===== src/rtl/gpc_pkg.sv =====
package gpc_pkg;

   // Default sizes of the pin mode store and of the line bank
   localparam int LOGICAL_PINS_DEF = 64;
   localparam int HW_LINES_DEF     = 54;

   // Fixed widths of the item fields
   localparam int PIN_W     = 6;
   localparam int LINE_W    = 6;
   localparam int FUNC_W    = 3;
   localparam int PAD_W     = 54;
   localparam int REQ_BITS  = 2 + PIN_W + 2 + 1 + PAD_W;
   localparam int RSP_BITS  = 2 + LINE_W + 1 + FUNC_W + PAD_W;
   localparam int REQ_TDATA_W = ((REQ_BITS + 7) / 8) * 8;
   localparam int RSP_TDATA_W = ((RSP_BITS + 7) / 8) * 8;
   localparam int CSR_IDX_W = 2;
   localparam int CSR_DAT_W = 2;

   localparam logic [FUNC_W-1:0] FUNC_INPUT  = 3'b000;
   localparam logic [FUNC_W-1:0] FUNC_OUTPUT = 3'b001;
   localparam logic [1:0]        MODE_UNSET  = 2'd3;
   localparam logic [1:0]        REV_ONE     = 2'd1;

   typedef enum logic [1:0] {
      OP_SET_MODE = 2'd0,
      OP_WRITE    = 2'd1,
      OP_READ     = 2'd2,
      OP_NOP      = 2'd3
   } opcode_type;

   typedef enum logic [1:0] {
      PM_INPUT  = 2'd0,
      PM_OUTPUT = 2'd1,
      PM_OTHER  = 2'd2,
      PM_UNSET  = 2'd3
   } pin_mode_type;

   typedef enum logic [1:0] {
      STAT_OK       = 2'd0,
      STAT_MISMATCH = 2'd1,
      STAT_UNSUP    = 2'd2,
      STAT_UNMAPPED = 2'd3
   } status_type;

   typedef enum logic [1:0] {
      NUM_WIRING = 2'd0,
      NUM_DIRECT = 2'd1,
      NUM_SYS    = 2'd2,
      NUM_HEADER = 2'd3
   } numbering_type;

   typedef enum logic [CSR_IDX_W-1:0] {
      CSR_NUMBERING = 2'd0,
      CSR_REVISION  = 2'd1
   } csr_index_type;

   typedef enum logic {
      ST_IDLE = 1'b0,
      ST_EXEC = 1'b1
   } state_type;

   typedef struct packed {
      logic              ok;
      logic [LINE_W-1:0] line;
   } map_entry_type;

   // Result item, status in the lowest bits
   typedef struct packed {
      logic [PAD_W-1:0]  latch_bits;
      logic [FUNC_W-1:0] line_function;
      logic              read_level;
      logic [LINE_W-1:0] hw_line;
      status_type        status;
   } rsp_fields_type;

   function automatic map_entry_type mk(input logic [LINE_W-1:0] line);
      map_entry_type e;
      e.ok   = 1'b1;
      e.line = line;
      return e;
   endfunction

   function automatic map_entry_type wire_r1(input logic [PIN_W-1:0] pin);
      map_entry_type e;
      e = '0;
      case (pin)
         6'd0:  e = mk(6'd17);
         6'd1:  e = mk(6'd18);
         6'd2:  e = mk(6'd21);
         6'd3:  e = mk(6'd22);
         6'd4:  e = mk(6'd23);
         6'd5:  e = mk(6'd24);
         6'd6:  e = mk(6'd25);
         6'd7:  e = mk(6'd4);
         6'd8:  e = mk(6'd0);
         6'd9:  e = mk(6'd1);
         6'd10: e = mk(6'd8);
         6'd11: e = mk(6'd7);
         6'd12: e = mk(6'd10);
         6'd13: e = mk(6'd9);
         6'd14: e = mk(6'd11);
         6'd15: e = mk(6'd14);
         6'd16: e = mk(6'd15);
         default: e = '0;
      endcase
      return e;
   endfunction

   function automatic map_entry_type wire_r2(input logic [PIN_W-1:0] pin);
      map_entry_type e;
      e = '0;
      case (pin)
         6'd0:  e = mk(6'd17);
         6'd1:  e = mk(6'd18);
         6'd2:  e = mk(6'd27);
         6'd3:  e = mk(6'd22);
         6'd4:  e = mk(6'd23);
         6'd5:  e = mk(6'd24);
         6'd6:  e = mk(6'd25);
         6'd7:  e = mk(6'd4);
         6'd8:  e = mk(6'd2);
         6'd9:  e = mk(6'd3);
         6'd10: e = mk(6'd8);
         6'd11: e = mk(6'd7);
         6'd12: e = mk(6'd10);
         6'd13: e = mk(6'd9);
         6'd14: e = mk(6'd11);
         6'd15: e = mk(6'd14);
         6'd16: e = mk(6'd15);
         6'd17: e = mk(6'd28);
         6'd18: e = mk(6'd29);
         6'd19: e = mk(6'd30);
         6'd20: e = mk(6'd31);
         6'd21: e = mk(6'd5);
         6'd22: e = mk(6'd6);
         6'd23: e = mk(6'd13);
         6'd24: e = mk(6'd19);
         6'd25: e = mk(6'd26);
         6'd26: e = mk(6'd12);
         6'd27: e = mk(6'd16);
         6'd28: e = mk(6'd20);
         6'd29: e = mk(6'd21);
         6'd30: e = mk(6'd0);
         6'd31: e = mk(6'd1);
         default: e = '0;
      endcase
      return e;
   endfunction

   // Header positions shared by both revisions except three
   function automatic map_entry_type head_common(input logic [PIN_W-1:0] pin);
      map_entry_type e;
      e = '0;
      case (pin)
         6'd7:  e = mk(6'd4);
         6'd8:  e = mk(6'd14);
         6'd10: e = mk(6'd15);
         6'd11: e = mk(6'd17);
         6'd12: e = mk(6'd18);
         6'd15: e = mk(6'd22);
         6'd16: e = mk(6'd23);
         6'd18: e = mk(6'd24);
         6'd19: e = mk(6'd10);
         6'd21: e = mk(6'd9);
         6'd22: e = mk(6'd25);
         6'd23: e = mk(6'd11);
         6'd24: e = mk(6'd8);
         6'd26: e = mk(6'd7);
         default: e = '0;
      endcase
      return e;
   endfunction

   function automatic map_entry_type head_r1(input logic [PIN_W-1:0] pin);
      map_entry_type e;
      e = head_common(pin);
      case (pin)
         6'd3:  e = mk(6'd0);
         6'd5:  e = mk(6'd1);
         6'd13: e = mk(6'd21);
         default: e = head_common(pin);
      endcase
      return e;
   endfunction

   function automatic map_entry_type head_r2(input logic [PIN_W-1:0] pin);
      map_entry_type e;
      e = head_common(pin);
      case (pin)
         6'd3:  e = mk(6'd2);
         6'd5:  e = mk(6'd3);
         6'd13: e = mk(6'd27);
         6'd27: e = mk(6'd0);
         6'd28: e = mk(6'd1);
         6'd29: e = mk(6'd5);
         6'd31: e = mk(6'd6);
         6'd32: e = mk(6'd12);
         6'd33: e = mk(6'd13);
         6'd35: e = mk(6'd19);
         6'd36: e = mk(6'd16);
         6'd37: e = mk(6'd26);
         6'd38: e = mk(6'd20);
         6'd40: e = mk(6'd21);
         6'd51: e = mk(6'd28);
         6'd52: e = mk(6'd29);
         6'd53: e = mk(6'd30);
         6'd54: e = mk(6'd31);
         default: e = head_common(pin);
      endcase
      return e;
   endfunction

endpackage


===== src/rtl/gpio_pin_controller.sv =====
// Channel  | Direction | Handshake              | Contents
// req_     | in        | req_tvalid/req_tready  | one pin request item
// rsp_     | out       | rsp_tvalid/rsp_tready  | one result item per request
// csr_     | in        | csr_valid/csr_ready    | register index and write data
//
// The accept edge reads the pin mode and function stores into read registers;
// the modify state then modifies, writes back and loads the result register.
// The single read port of each store sets this split. Reset clears the valid
// bits of both stores, the latch, the configuration, the state and rsp_tvalid.
// A result waiting on rsp_ holds the block in its modify state; the next
// request is taken only once that item has moved into the result register.
module gpio_pin_controller
   import gpc_pkg::*;
#(
   parameter int LOGICAL_PINS = LOGICAL_PINS_DEF,
   parameter int HW_LINES     = HW_LINES_DEF
) (
   input  logic                   clock,
   input  logic                   reset,
   input  logic                   req_tvalid,
   output logic                   req_tready,
   // opcode[1:0], pin[7:2], pin_mode[9:8], drive_value[10], pad_levels[64:11]
   input  logic [REQ_TDATA_W-1:0] req_tdata,
   output logic                   rsp_tvalid,
   input  logic                   rsp_tready,
   // status[1:0], hw_line[7:2], read_level[8], line_function[11:9],
   // latch_bits[65:12]
   output logic [RSP_TDATA_W-1:0] rsp_tdata,
   input  logic                   csr_valid,
   output logic                   csr_ready,
   input  logic [CSR_IDX_W-1:0]   csr_index,
   input  logic [CSR_DAT_W-1:0]   csr_data
);

   localparam int PIN_IDX_W  = $clog2(LOGICAL_PINS);
   localparam int LINE_IDX_W = $clog2(HW_LINES);

   // Request fields
   opcode_type        req_op;
   logic [PIN_W-1:0]  req_pin;
   logic [1:0]        req_mode;
   logic              req_drive;
   logic [PAD_W-1:0]  req_pads;

   assign req_op    = opcode_type'(req_tdata[1:0]);
   assign req_pin   = req_tdata[7:2];
   assign req_mode  = req_tdata[9:8];
   assign req_drive = req_tdata[10];
   assign req_pads  = req_tdata[64:11];

   // Configuration
   numbering_type numbering_ff;
   logic [1:0]    revision_ff;

   assign csr_ready = 1'b1;

   always_ff @(posedge clock) begin
      if (reset) begin
         numbering_ff <= NUM_WIRING;
         revision_ff  <= 2'd2;
      end else if (csr_valid && csr_ready) begin
         unique case (csr_index_type'(csr_index))
            CSR_NUMBERING: numbering_ff <= numbering_type'(csr_data);
            CSR_REVISION:  revision_ff  <= csr_data;
            default: ;
         endcase
      end
   end

   // Sequencer
   state_type state_ff, state_in;
   logic      accept;
   logic      exec_load;
   logic      rsp_tvalid_ff;

   assign accept = req_tvalid && req_tready;

   always_comb begin
      state_in = state_ff;
      unique case (state_ff)
         ST_IDLE: if (accept) state_in = ST_EXEC;
         ST_EXEC: if (exec_load) state_in = ST_IDLE;
         default: state_in = ST_IDLE;
      endcase
   end

   always_comb begin
      req_tready = 1'b0;
      exec_load  = 1'b0;
      unique case (state_ff)
         ST_IDLE: req_tready = 1'b1;
         ST_EXEC: exec_load  = !rsp_tvalid_ff || rsp_tready;
         default: ;
      endcase
   end

   always_ff @(posedge clock) begin
      if (reset) state_ff <= ST_IDLE;
      else       state_ff <= state_in;
   end

   // Map the logical pin to a line during the accept cycle
   logic          pin_ok;
   map_entry_type tab_entry;
   status_type    map_st;
   logic [LINE_W-1:0] map_line;

   assign pin_ok = {1'b0, req_pin} < 7'(LOGICAL_PINS);

   always_comb begin
      if (numbering_ff == NUM_WIRING) begin
         tab_entry = (revision_ff == REV_ONE) ? wire_r1(req_pin) : wire_r2(req_pin);
      end else begin
         tab_entry = (revision_ff == REV_ONE) ? head_r1(req_pin) : head_r2(req_pin);
      end
   end

   always_comb begin
      map_st   = STAT_OK;
      map_line = '0;
      case (numbering_ff)
         NUM_SYS: map_st = STAT_UNSUP;
         NUM_DIRECT: begin
            if ({1'b0, req_pin} < 7'(HW_LINES)) map_line = req_pin;
            else                                map_st   = STAT_UNMAPPED;
         end
         default: begin
            if (tab_entry.ok && ({1'b0, tab_entry.line} < 7'(HW_LINES))) begin
               map_line = tab_entry.line;
            end else begin
               map_st = STAT_UNMAPPED;
            end
         end
      endcase
   end

   // Hold the item for its modify state
   opcode_type        op_ff;
   logic              pin_ok_ff;
   logic [PIN_W-1:0]  pin_ff;
   logic [1:0]        mode_ff;
   logic              drive_ff;
   logic [PAD_W-1:0]  pads_ff;
   status_type        map_st_ff;
   logic [LINE_W-1:0] line_ff;

   always_ff @(posedge clock) begin
      if (accept) begin
         op_ff     <= req_op;
         pin_ok_ff <= pin_ok;
         pin_ff    <= req_pin;
         mode_ff   <= req_mode;
         drive_ff  <= req_drive;
         pads_ff   <= req_pads;
         map_st_ff <= map_st;
         line_ff   <= map_line;
      end
   end

   // Pin mode store: one entry per logical pin, unset until written
   logic [1:0]            mode_mem_ff [LOGICAL_PINS];
   logic [LOGICAL_PINS-1:0] mode_vld_ff;
   logic [1:0]            mode_rd_ff;
   logic                  mode_rd_vld_ff;
   logic                  mode_we;
   logic [PIN_IDX_W-1:0]  rd_pin_idx;
   logic [PIN_IDX_W-1:0]  wr_pin_idx;

   assign rd_pin_idx = req_pin[PIN_IDX_W-1:0];
   assign wr_pin_idx = pin_ff[PIN_IDX_W-1:0];

   always_ff @(posedge clock) begin
      if (mode_we) mode_mem_ff[wr_pin_idx] <= mode_ff;
      if (accept && pin_ok) begin
         mode_rd_ff     <= mode_mem_ff[rd_pin_idx];
         mode_rd_vld_ff <= mode_vld_ff[rd_pin_idx];
      end
   end

   always_ff @(posedge clock) begin
      if (reset)        mode_vld_ff <= '0;
      else if (mode_we) mode_vld_ff[wr_pin_idx] <= 1'b1;
   end

   // Function field store: one entry per line, input until written
   logic [FUNC_W-1:0]     func_mem_ff [HW_LINES];
   logic [HW_LINES-1:0]   func_vld_ff;
   logic [FUNC_W-1:0]     func_rd_ff;
   logic                  func_rd_vld_ff;
   logic                  func_we;
   logic [FUNC_W-1:0]     func_wdata;
   logic [LINE_IDX_W-1:0] rd_line_idx;
   logic [LINE_IDX_W-1:0] wr_line_idx;

   assign rd_line_idx = map_line[LINE_IDX_W-1:0];
   assign wr_line_idx = line_ff[LINE_IDX_W-1:0];

   always_ff @(posedge clock) begin
      if (func_we) func_mem_ff[wr_line_idx] <= func_wdata;
      if (accept && map_st == STAT_OK) begin
         func_rd_ff     <= func_mem_ff[rd_line_idx];
         func_rd_vld_ff <= func_vld_ff[rd_line_idx];
      end
   end

   always_ff @(posedge clock) begin
      if (reset)        func_vld_ff <= '0;
      else if (func_we) func_vld_ff[wr_line_idx] <= 1'b1;
   end

   // Output latch
   logic [HW_LINES-1:0] latch_ff, latch_in;

   always_ff @(posedge clock) begin
      if (reset)          latch_ff <= '0;
      else if (exec_load) latch_ff <= latch_in;
   end

   // Modify stage
   logic           mode_cur;
   logic [1:0]     mode_eff;
   logic [FUNC_W-1:0] func_eff;
   logic           mismatch;
   logic           active;
   logic           mapped;
   rsp_fields_type res;

   assign mode_eff = mode_rd_vld_ff ? mode_rd_ff : MODE_UNSET;
   assign func_eff = func_rd_vld_ff ? func_rd_ff : FUNC_INPUT;
   assign mode_cur = 1'b0;

   assign mismatch = (op_ff == OP_WRITE && mode_eff != PM_OUTPUT) ||
                     (op_ff == OP_READ  && mode_eff != PM_INPUT);
   assign active   = (op_ff != OP_NOP) && pin_ok_ff && !mismatch;
   assign mapped   = active && (map_st_ff == STAT_OK);

   assign mode_we  = exec_load && active && (op_ff == OP_SET_MODE);

   always_comb begin
      func_we    = 1'b0;
      func_wdata = func_eff;
      if (exec_load && mapped && op_ff == OP_SET_MODE) begin
         if (mode_ff == PM_INPUT) begin
            func_we    = 1'b1;
            func_wdata = FUNC_INPUT;
         end else if (mode_ff == PM_OUTPUT) begin
            func_we    = 1'b1;
            func_wdata = FUNC_OUTPUT;
         end
      end
   end

   always_comb begin
      latch_in = latch_ff;
      if (mapped && op_ff == OP_WRITE) latch_in[wr_line_idx] = drive_ff;
   end

   always_comb begin
      res = '0;
      if (op_ff == OP_NOP)  res.status = STAT_OK;
      else if (!pin_ok_ff)  res.status = STAT_UNMAPPED;
      else if (mismatch)    res.status = STAT_MISMATCH;
      else                  res.status = map_st_ff;
      if (mapped) begin
         res.hw_line = line_ff;
         if (op_ff == OP_READ && ({1'b0, line_ff} < 7'(PAD_W))) begin
            res.read_level = pads_ff[line_ff];
         end
         if (op_ff == OP_SET_MODE && (mode_ff == PM_INPUT || mode_ff == PM_OUTPUT)) begin
            res.line_function = func_wdata;
         end else begin
            res.line_function = func_eff;
         end
      end
      for (int i = 0; i < PAD_W && i < HW_LINES; i++) begin
         res.latch_bits[i] = latch_in[i] | mode_cur;
      end
   end

   // Result register
   rsp_fields_type rsp_res_ff;

   always_ff @(posedge clock) begin
      if (reset) begin
         rsp_tvalid_ff <= 1'b0;
      end else if (exec_load) begin
         rsp_tvalid_ff <= 1'b1;
      end else if (rsp_tready) begin
         rsp_tvalid_ff <= 1'b0;
      end
   end

   always_ff @(posedge clock) begin
      if (exec_load) rsp_res_ff <= res;
   end

   assign rsp_tvalid = rsp_tvalid_ff;
   assign rsp_tdata  = RSP_TDATA_W'(rsp_res_ff);

   // Checks
   a_accept_exec: assert property (@(posedge clock) disable iff (reset)
      accept |=> (state_ff == ST_EXEC))
      else $error("accepted item did not enter its modify cycle");

   a_fail_keeps_latch: assert property (@(posedge clock) disable iff (reset)
      (exec_load && res.status != STAT_OK) |=> $stable(latch_ff))
      else $error("failed item changed the output latch");

   a_unmapped_zero: assert property (@(posedge clock) disable iff (reset)
      (exec_load && res.status == STAT_UNMAPPED) |->
      (res.hw_line == '0 && res.line_function == '0 && res.read_level == 1'b0))
      else $error("unmapped item carries line data");

   a_mode_write: assert property (@(posedge clock) disable iff (reset)
      mode_we |-> (op_ff == OP_SET_MODE && pin_ok_ff && state_ff == ST_EXEC))
      else $error("pin mode store written outside a set-mode item");

endmodule

===== config.mk =====
export PLATFORM = sky130hd
export DESIGN_NAME = gpio_pin_controller
export DESIGN_NICKNAME = d
export VERILOG_FILES = /design/src/rtl/gpc_pkg.sv /design/src/rtl/gpio_pin_controller.sv
export SDC_FILE = /design/constraint.sdc
export NUM_CORES = 1
export LEC_CHECK = 0
export BUFFER_PORTS_ARGS = -buffer_cell sky130_fd_sc_hd__buf_2
export CORE_MARGIN = 1
export CORE_UTILIZATION = 55
export DETAILED_ROUTE_END_ITERATION = 7
export PLACE_DENSITY = 0.75
export RECOVER_POWER = 50
export SYNTH_ARGS = -nofsm -noshare
export SYNTH_HDL_FRONTEND = slang
export SYNTH_SLANG_ARGS = --single-unit

===== constraint.sdc =====
create_clock -name clock -period 4.3 [get_ports clock]
set_input_delay 0.215 -clock clock [delete_from_list [all_inputs] [get_ports clock]]
set_output_delay 0.215 -clock clock [all_outputs]
set_load 0.01 [all_outputs]

==> results.cfg <==
[clock_network]
clk_pin_slew_worst_paths_ns = 0.06
root_buffer = clkbuf_16
clock_sinks = 614
cts_buffer_depth = 3
htree_levels = 2
cts_buffers = 57
tritoncts = yes
clk_latency_ns = 0.62

[synth]
synth_warnings = 0
synth.distinct_cells = 78
synthDominantAreaCellType = edfxtp_1
synth_edf_count = 436
synth-seq-cells = 614
synth-async-reset-ratio_pct = 0
synthFlopType = edfxtp_1
synth_cells = 1914
synthesis.area_um2 = 25700
synth_area_leaders = edfxtp_1 (51%), dfxtp_1 (14%), mux4_2 (7.7%)
avgSynthCellArea_um2 = 13.4
yosysSeqAreaShare_pct = 64.8
yosys.area.top_type_share_pct = 50.9

[power]
power.share.clock_pct = 39.8
max-vdd-ir-drop_mv = 0.341
combPwrFrac_pct = 8.3
power.density_nw_per_um2 = 429
power.switching_mw = 2.91
p_leak_nw = 10.1
p_int_mw = 9.67
seq_power_share_pct = 51.9
swShare_pct = 23.1

[critical_path]
critical-path-max-stage-delay_ns = 2.19
reg2reg_to = func_rd_vld_ff
cp_max_fo = 49
crit_top_cell = mux4_2
crit_type = in2reg
r2r_cells = 11
end_kind = register
arrival_ns = 4.32
path_cells = buf_2 -> clkbuf_1 -> mux4_2 -> mux4_2 -> mux4_2
crit_path_start_kind = input pin
regToRegStartpoint = revision_ff[1]
r2r_setup_slack_ns = 0.48
worst_ep_required_time_ns = 4.64
crit_slowest_cell = clkbuf_1

[grt]
grt_max_degree = 147
antenna_found_initial = 2
grt_pass1_wl_um = 95500
grt.overflow.total = 0
globalRouteTotalUtil_pct = 26.5
grt_pass1_vias = 16717

[status]
violations = max-capacitance violations, max-slew violations
status = complete, but fails checks

[job]
maxCapViolCount = 4

[floorplanning]
die_w_um = 218
dieArea_um2 = 47600
coreArea_um2 = 45800
die_h_um = 218
rows = 78
io_pins = 156
start_util_pct = 56.1

[sta]
fin_crit_sh_pct = 92.6
tns_ns = 0
slew_violations = 216
period_minus_slack_ns = 3.98
worst_slew_pin_slew_ns = 3.12
fmax_ghz = 0.251
finalSetupViolCount = 0
finalHoldViolCount = 0
rsz0062_at_grt = no
finClkSkew_ns = 0.0282
relSlewSlack_pct = -108

[worst_hold_path]
worstHoldPathCells = 4
min_path_type = in2reg
hold_end = numbering_ff[1]
hold_start = csr_index[0]

[cells_and_area]
area_growth_pct = 14.1
multi_input_area_um2 = 8380
drive_above_1_share_pct = 17.7
fillCellCount = 3305
regArea_um2 = 16700
num-nets-final = 2192
layoutNonFillerInstCount = 2752
post-route-util_pct = 64.0

[detailed_routing]
first_iter_violations = 1765
drtPass1Iterations = 6
wire_per_inst_um = 22.7
ant_nets = 0
via_count = 16559
drc = 0
wl_um = 62500
vias_per_cell = 6.02

[placed_design]
hpwl_um = 38700
io_buffer_count = 141
dpl.cell_count = 2578
place_congestion = 0.909
[critical path: cells and delay by family]
| family | cells | cell delay (ns) |
|---|---|---|
| buf+inv | 2 | 2.30 |
| mux | 3 | 1.74 |
[cell usage in the layout (no fill, tap or decap), types with 13 or more instances in the layout]
cell type	Yosys	routed
a22oi_1	31	31
mux2_2	71	71
a21oi_1	37	37
mux2i_1	101	101
nor2_1	475	475
mux4_2	88	88
buf_2	17	59
nand3_1	18	18
edfxtp_1	436	436
clkbuf_1	70	94
dfxtp_1	178	178
clkinv_2	0	13
dlygate4sd3_1	0	64
o21ba_2	16	16
o21ai_0	30	29
clkbuf_16	0	57
inv_1	18	18
nand2_1	73	73
buf_4	20	34
[sequential cells by signal, summed over array words and instances, names as in the netlist, 3 cells and up]
name,cells
latch_ff,54
mode_vld_ff,64
pin_ff,6
func_rd_ff,3
line_ff,6
func_vld_ff,54
rsp_tdata,66
func_mem_ff,162
pads_ff,54
mode_mem_ff,128
[power groups by stage]
stage,combinational [mW],sequential (mW),clock (mW)
final,1.04,6.53,5.02
after global placement,0.977,6.64,0
after CTS,1.04,6.52,5.04
after detailed placement,0.990,6.64,0
after global routing,1.11,6.53,5.27
after floorplan,0.644,6.65,0
[layer usage]
layer	wire length, um	vias up	global-route usage (%)
li1	-	7419	-
met1	23800	8102	33.8
met2	30900	848	44.5
met3	4740	190	3.52
met4	3130	0	13.6
met5	0	-	0
[how the worst max path moves through the flow]
stage | cells after the start | end | start
final | 5 | mode_rd_vld_ff | req_tdata[3]
after global routing | 16 | func_rd_vld_ff | req_tdata[3]
after CTS | 11 | func_rd_vld_ff | revision_ff[1]
after detailed placement | 14 | func_rd_vld_ff | req_tdata[3]
after global placement | 14 | func_rd_vld_ff | req_tdata[2]
after floorplan | 17 | func_rd_ff[1] | req_tdata[3]
[cells by family after synthesis]
kind of cell | synth area share [%]
and+or+nand+nor | 11.5
DFF | 64.8
adders and majority gates | 0.487
buffers and inverters | 2.77
muxes | 14.8
AOI/OAI and AO/OA | 5.68
other | 0.0292
[per-stage QoR]
step	power (mW)	cell area, um^2	setup slack [ns]	hold slack [ns]
finish	12.6	29300	0.317	0.0219
CTS	12.6	29400	0.571	0.000532
global placement	7.61	27000	0.102	0.393
floorplan	7.29	25700	0.0945	0.314
detailed placement	7.63	27000	0.00629	0.393
global route	12.9	29300	0.116	0.0547
[final cells by class]
| cell class | count | area share [%] |
|---|---|---|
| flip-flops and latches | 614 | 56.8 |
| multi-input cells | 1159 | 28.6 |
| repair buffers | 246 | 5.39 |
| clock buffers | 71 | 5.22 |
| well taps | 600 | 2.56 |
| clock inverters | 36 | 1.08 |
| inverters | 23 | 0.337 |
| diodes | 3 | 0.0256 |
[timing repair]
action                                 in CTS  in global routing
endpoints found under the hold margin      65                  0
resized for setup                           0                  0
setup buffers                               0                  0
hold buffers                               64                  0
[cell usage after synthesis (18+ instances only)]
| library cell | count |
|---|---|
| mux2i_1 | 101 |
| a21oi_1 | 37 |
| dfxtp_1 | 178 |
| nand2_1 | 73 |
| a22oi_1 | 31 |
| o21ai_0 | 30 |
| nand3_1 | 18 |
| edfxtp_1 | 436 |
| buf_4 | 20 |
| inv_1 | 18 |
| clkbuf_1 | 70 |
| mux4_2 | 88 |
| mux2_2 | 71 |
| nor2_1 | 475 |
Note: power is estimated with default switching activity, not from simulation.
